`config.mk`:
```
export PLATFORM = sky130hd
export DESIGN_NAME = rthf_muldiv
export DESIGN_NICKNAME = d
export VERILOG_FILES = /design/src/rtl/rthf_pkg.sv /design/src/rtl/rthf_muldiv.sv
export SDC_FILE = /design/constraint.sdc
export NUM_CORES = 2
export LEC_CHECK = 0
export ABC_AREA = 1
export BUFFER_PORTS_ARGS = -buffer_cell sky130_fd_sc_hd__buf_4
export CAP_MARGIN = 20
export CORE_MARGIN = 2
export CORE_UTILIZATION = 60
export DETAILED_ROUTE_END_ITERATION = 16
export HOLD_SLACK_MARGIN = 0.06
export PLACE_DENSITY = 0.81
export SKIP_LAST_GASP = 1
export SYNTH_ARGS = -nofsm -noshare
export SYNTH_HDL_FRONTEND = slang
export SYNTH_SLANG_ARGS = --single-unit
```
`constraint.sdc`:
```
create_clock -name clk -period 6.88 [get_ports clk]
set_clock_uncertainty 0.1 [all_clocks]
set_input_delay 0.688 -clock clk [delete_from_list [all_inputs] [get_ports clk]]
set_output_delay 0.688 -clock clk [all_outputs]
set_load 0.01 [all_outputs]
```
`src/rtl/rthf_pkg.sv`:
```
// Types, constants and helpers of the ring track histogram filter.
`default_nettype none
package rthf_pkg;

  localparam int unsigned PROB_W  = 25;
  localparam int unsigned CFG_W   = 16;
  localparam int unsigned CFG_IDX_W = 2;
  localparam int unsigned HIT_W   = 8;
  localparam int unsigned QPOS_W  = 6;
  localparam int unsigned SUM_W   = 29;
  localparam int unsigned DEN_W   = 29;
  localparam int unsigned PROD_W  = 50;
  localparam int unsigned REM_W   = 30;
  localparam int unsigned CNT_W   = 5;

  localparam logic [PROB_W-1:0] ONE_Q24 = 25'h1000000;
  localparam logic [PROB_W-1:0] HALF_LSB = 25'h0800000;
  localparam logic [CNT_W-1:0]  DIV_STEPS_M1 = 5'd24;

  localparam logic [CFG_IDX_W-1:0] CFG_CHANGE_PROB = 2'd0;
  localparam logic [CFG_IDX_W-1:0] CFG_SENSOR_REL  = 2'd1;

  typedef struct packed {
    logic              start;
    logic              div;
    logic [PROB_W-1:0] a;
    logic [PROB_W-1:0] m;
    logic [DEN_W-1:0]  d;
  } md_req_t;

  typedef struct packed {
    logic              done;
    logic [PROB_W-1:0] res;
  } md_rsp_t;

  typedef enum logic [1:0] {
    MD_IDLE,
    MD_CHK,
    MD_DIV
  } md_state_t;

  typedef enum logic [4:0] {
    S_CLEAR,
    S_IDLE,
    S_QMOD,
    S_SNEXT,
    S_WS_RD,
    S_WS_ACC,
    S_SE_RD,
    S_SE_GO,
    S_SE_WAIT,
    S_MV_RD,
    S_MV_GO,
    S_MV_WAIT,
    S_MV_WR,
    S_OUT_RD,
    S_OUT_ACC,
    S_DONE
  } seq_state_t;

  function automatic logic [PROB_W-1:0] sat_one(input logic [SUM_W-1:0] v);
    sat_one = (v > SUM_W'(ONE_Q24)) ? ONE_Q24 : v[PROB_W-1:0];
  endfunction

endpackage
`default_nettype wire

```
`src/rtl/rthf_muldiv.sv`:
```
// Shared multiply unit with rounding shift or rounding restoring divide.
`default_nettype none
module rthf_muldiv import rthf_pkg::*; (
  input  logic    clk,
  input  logic    rst_n,
  input  md_req_t req,
  output md_rsp_t rsp
);

  md_state_t         state_r, state_nxt;
  logic [PROD_W-1:0] prod_r, prod_nxt;
  logic [DEN_W-1:0]  d_r, d_nxt;
  logic              div_r, div_nxt;
  logic [REM_W-1:0]  rem_r, rem_nxt;
  logic [PROB_W-1:0] quo_r, quo_nxt;
  logic [CNT_W-1:0]  cnt_r, cnt_nxt;
  logic [PROB_W-1:0] res_r, res_nxt;
  logic              done_r, done_nxt;

  logic [PROD_W-1:0] num;
  logic [PROD_W-1:0] rnd;
  logic [53:0]       lim;
  logic              sat;
  logic [REM_W-1:0]  trial;
  logic              ge;

  assign num   = prod_r + {{(PROD_W-DEN_W+1){1'b0}}, d_r[DEN_W-1:1]};
  assign rnd   = prod_r + {{(PROD_W-PROB_W){1'b0}}, HALF_LSB};
  assign lim   = {1'b0, d_r, 24'b0} + {25'b0, d_r};
  assign sat   = {4'b0, num} >= lim;
  assign trial = {rem_r[REM_W-2:0], quo_r[PROB_W-1]};
  assign ge    = trial >= {1'b0, d_r};

  always_comb begin
    state_nxt = state_r;
    unique case (state_r)
      MD_IDLE: if (req.start) state_nxt = MD_CHK;
      MD_CHK:  if (div_r && !sat) state_nxt = MD_DIV;
               else state_nxt = MD_IDLE;
      MD_DIV:  if (cnt_r == DIV_STEPS_M1) state_nxt = MD_IDLE;
      default: state_nxt = MD_IDLE;
    endcase
  end

  always_comb begin
    prod_nxt = prod_r;
    d_nxt    = d_r;
    div_nxt  = div_r;
    rem_nxt  = rem_r;
    quo_nxt  = quo_r;
    cnt_nxt  = cnt_r;
    res_nxt  = res_r;
    done_nxt = 1'b0;
    unique case (state_r)
      MD_IDLE: begin
        if (req.start) begin
          prod_nxt = req.a * req.m;
          d_nxt    = req.d;
          div_nxt  = req.div;
        end
      end
      MD_CHK: begin
        cnt_nxt = '0;
        if (!div_r) begin
          res_nxt  = rnd[48:24];
          done_nxt = 1'b1;
        end else if (sat) begin
          res_nxt  = ONE_Q24;
          done_nxt = 1'b1;
        end else begin
          // top part stays below the divisor since the quotient fits 25 bits
          rem_nxt = {{(REM_W-PROB_W){1'b0}}, num[PROD_W-1:PROB_W]};
          quo_nxt = num[PROB_W-1:0];
        end
      end
      MD_DIV: begin
        rem_nxt = ge ? (trial - {1'b0, d_r}) : trial;
        quo_nxt = {quo_r[PROB_W-2:0], ge};
        cnt_nxt = cnt_r + 5'd1;
        if (cnt_r == DIV_STEPS_M1) begin
          res_nxt  = {quo_r[PROB_W-2:0], ge};
          done_nxt = 1'b1;
        end
      end
      default: ;
    endcase
  end

  always_ff @(posedge clk) begin
    if (!rst_n) begin
      state_r <= MD_IDLE;
      done_r  <= 1'b0;
    end else begin
      state_r <= state_nxt;
      done_r  <= done_nxt;
    end
    prod_r <= prod_nxt;
    d_r    <= d_nxt;
    div_r  <= div_nxt;
    rem_r  <= rem_nxt;
    quo_r  <= quo_nxt;
    cnt_r  <= cnt_nxt;
    res_r  <= res_nxt;
  end

  assign rsp.done = done_r;
  assign rsp.res  = res_r;

endmodule
`default_nettype wire

```
Word level (Yosys, flattened, before mapping). Index checks and enable logic that the tools add are counted.

Equal/unequal tests: 8. Multiplexer cells: 20. Multipliers: 1. $add $sub $neg: 5. Reductions and logical operators: 8. Order comparisons: 2.

Operator list (count): $mux 25 (5); $pmux 25 s2 (2); $mux 29 (3); $pmux 29 s2 (1); $add 53x29->54 (1); $ge 50x54->1 (1); $add 50x28->50 (1); $mul 25x25->50 (1); $add 49x24->49 const B (1); $ge 30x29->1 (1); $sub 29x29->29 (1); $pmux 5 s2 (1); $ne 2x2->1 const B (4); $mux 2 (3); $pmux 2 s3 (1); $reduce_and 3->1 (2); $add 5x1->5 const B (1); $eq 5x5->1 const B (1); $reduce_and 2->1 (2); $mux 1 (3); $ne 3x3->1 const B (1); $eq 2x1->1 const B (1); $eq 2x2->1 const B (1); $logic_not 2->1 (1); 4 further kinds (4).

Output and inout bits: 26. Input bits: 83. Word-level logic and storage cells: 53. Register bits after elaboration: 167.

Depth between registers and ports, before layout.
Word-level depth: 6. Gate-level depth with buffers: 31. Gate-level depth less buffers: 29.

Worst setup path before layout. No wires, ideal clock.

Path kind: input to register. Start point: input req[45] in the netlist's numbering. End point: register prod_r[44], data pin. Arrival: 6480 ps. Cell stages on the path: 25. Path slack: 35 ps. Cell sequence: clkbuf_1 > clkbuf_1 > nand2_1 > fa_1 > inv_1 > fa_1 > inv_1 > fa_1 > inv_1 > fa_1 > fa_1 > fa_1 > inv_1 > fa_1 > inv_1 > ha_1 > a21oi_1 > inv_1 > a21oi_1 > o21ai_0 > a21oi_1 > nand2_1 > a21oi_1 > o21ai_0 > xor2_1.

Cells in the longest elaborated chain, start to end: 1.

Ends and longest elaborated chain: start, declared (line rthf_muldiv.sv:6) `input md_req_t req,`; $mul 25x25->50 (line rthf_muldiv.sv:57) `prod_nxt = req.a * req.m;`; end signal, assigned (line rthf_muldiv.sv:97) `prod_r <= prod_nxt;`; end, declared (line rthf_muldiv.sv:11) `logic [PROD_W-1:0] prod_r, prod_nxt;`.

Every way passes these cells. A chain may end at the register's enable or synchronous reset.

Final worst setup path.
Start point: input req[47] in the netlist's numbering. End point: register prod_r[44], data pin.

The elaborated chain is that of the path after synthesis.

==> out/qor.yml <==
worst_setup_path:
  cp.arrival_ns: 6.73
  reg2reg_depth: 22
  critPathMaxFanout: 8
  rrSetupSlack_ns: 1.18
  cp-end-kind: "flip-flop"
  rr_endpoint: "quo_r[15]"
  start_kind: "input port"
  cp-endpoint: "prod_r[44]"
  startpoint: "req[47]"
  worstSetupPathType: "in2reg"
  r2r-start: "d_r[1]"
  worstPathRequired_ns: 6.97
clocking:
  path_clk_slew_ns: 0.07
  cts-root-buf: "clkbuf_16"
  cts.sinks: 167
  htree_levels: 4
  clkLatencyLatePin_ns: 0.46
  cts_made_buffers: 17
  tritoncts: "built"
  post-cts-setup-buffers: 0
  ctsLongestPathBuffers: 2
  cts_hold_buf: 0
layout:
  drive_gt1_share_pct: 8.36
  fin_util_pct: 66.6
  antenna_cells: 0
  fillers: 4800
  syn_to_final_growth_pct: 9.41
  nets: 5529
synthesis:
  synth_edf_count: 164
  synthTopCellsByArea: "fa_1 (31%), edfxtp_1 (14%), inv_1 (13%), nand2_1 (12%), ha_1 (11%)"
  syn_inst: 4480
  ys.flop_type: "edfxtp_1"
  ys_warn_count: 0
  yosysSeqAreaShare_pct: 14.5
  synth_fp_nets: 5395
  yosysTopAreaCellShare_pct: 30.7
  ys_ff_latch: 167
  mappedNetlistArea_um2: 34500
  synth_most_common_cell: "inv_1"
  ys_types: 59
  ys_top_cells_by_count: "inv_1 (1153), nand2_1 (1120), fa_1 (529)"
  synthArstFlopShare_pct: 0
  avgSynthCellArea_um2: 7.69
  synth_top_area_cell: "fa_1"
sta:
  fmax_mhz: 151
  post-route-min-period_ns: 6.64
  hold_violations: 0
  relSlewSlack_pct: 26.8
  min_period_over_period_pct: 96.6
  finalSetupViolCount: 0
  slew_violations: 0
  rsz0062_at_grt: "false"
  worst_slew_pin_slew_ns: 1.09
grt:
  antenna_found_initial: 0
  grt_usage_pct: 35.9
  grt_max_degree: 79
  grt_overflow: 0
  grt_pass1_vias: 30856
  grt_first_pass_wirelength_um: 164000
floorplanning:
  die_w_um: 244
  initial_utilization_pct: 60.9
  die_h_um: 244
  placementRows: 87
  num_io_pins: 109
  core_um2: 56600
  dieArea_um2: 59400
route:
  detail_route.first_pass.iterations: 8
  drtAntennaViolNets: 0
  first_iter_violations: 2293
  viasPerCell: 5.46
  drc: 0
  wl_um: 103000
  route.detailed.wl_per_inst_um: 19.2
  via_count: 29414
placement:
  io_buffers: 108
  gp_congestion: 1.07
  post-dp-hpwl_um: 89200
run_status:
  status: "finished, final reports clean"
min_path:
  hp-start: "req[20]"
  hp-class: "in2reg"
job:
  cap_violations: 0
-- worst min path at each step --
stage,to,slack (ns),cells after the start
after floorplan,res_r[3],0.41,2
after CTS,d_r[20],0.29,1
after global placement,res_r[3],0.43,2
final,d_r[20],0.31,1
after global routing,d_r[20],0.29,1
after detailed placement,res_r[3],0.44,2
-- cells in the final DEF, fill, tap and decap left out, types with 5 or more instances in the layout --
cell | synthesis | routed
fa_1 | 529 | 529
nor4_1 | 12 | 12
nand4_1 | 14 | 14
edfxtp_1 | 164 | 164
a21oi_2 | 6 | 6
nor2_1 | 247 | 247
nand3_1 | 87 | 87
a21boi_0 | 6 | 6
a21oi_1 | 178 | 177
o21a_1 | 9 | 9
nand3b_1 | 5 | 5
nor3_1 | 34 | 34
clkbuf_16 | 0 | 17
xnor2_1 | 41 | 41
o22ai_1 | 11 | 11
nand2_1 | 1120 | 1120
o21bai_1 | 14 | 14
o21ai_0 | 140 | 139
o211ai_2 | 13 | 13
inv_1 | 1153 | 1151
o21ai_2 | 9 | 9
o21ai_1 | 15 | 16
inv_2 | 5 | 7
buf_12 | 2 | 19
buf_4 | 1 | 270
xor2_1 | 89 | 89
nand2_2 | 15 | 15
a31oi_1 | 11 | 11
a21o_1 | 16 | 16
and2_1 | 5 | 5
ha_1 | 303 | 303
o211ai_1 | 8 | 8
-- layout make-up --
type	instances	area [um^2]	area share, %
well taps	756	946	2.51
multi-input cells	2978	24400	64.8
inverters	1161	4360	11.6
repair buffers	289	2410	6.39
clock buffers	17	425	1.13
flip-flops and latches	167	4980	13.2
clock inverters	15	164	0.435
-- cells by family (layout without fill, tap and decap cells) --
logic type,count (synthesis),in the layout,synth area share (%)
flops,167,167,14.5
xor+xnor,130,130,3.30
compound gates,455,455,7.70
fa+ha+maj,832,832,41.7
simple gates,1561,1561,18.1
buf+inv,1335,1482,14.7
-- per-layer routing --
layer / wire [um] / vias up / track usage (%)
met2: 50700 / 1262 / 61.6
met4: 6400 / 0 / 19.7
met1: 39200 / 14196 / 43.7
li1: - / 13636 / -
met5: 0 / - / 0
met3: 6920 / 320 / 5.19
-- stage by stage --
stage	setup slack, ns	cell area (um^2)	std cells	TNS, ns	hold slack [ns]
final	0.237	37700	5383	0	0.308
after detailed placement	-0.216	37100	5351	-1.34	0.436
after global placement	-0.146	37100	5351	-0.286	0.428
after floorplan	0.0351	34500	4480	0	0.408
after global routing	0.00405	37700	5383	0	0.294
after CTS	0.275	37700	5383	0	0.293
-- worst max-delay path, stage by stage --
cell and delay (ns):
buf_4 0.20, nand2_1 0.17, fa_1 0.52, inv_1 0.06, fa_1 0.51, inv_1 0.06
fa_1 0.53, inv_1 0.05, fa_1 0.51, fa_1 0.52, fa_1 0.55, inv_1 0.06
fa_1 0.52, inv_1 0.04, ha_1 0.33, a21oi_1 0.14, inv_1 0.07, a21oi_1 0.18
o21ai_0 0.10, a21oi_1 0.11, nand2_1 0.18, a21oi_1 0.28, o21ai_1 0.15, xor2_1 0.17
-- timing repair --
action,CTS,global route
endpoints found under the hold margin,0,0
gates resized for setup,0,1
setup endpoints to repair,0,1
-- flip-flops by register name, indices dropped and copies added, names as in the netlist --
| signal | flops |
|---|---|
| div_r | 1 |
| prod_r | 50 |
| quo_r | 25 |
| res_r | 25 |
| cnt_r | 5 |
| rem_r | 29 |
| done_r | 1 |
| d_r | 29 |
| state_r | 2 |
Power is not shown: default switching activity piles up to over one toggle a cycle in this logic, so the estimate is an artifact.
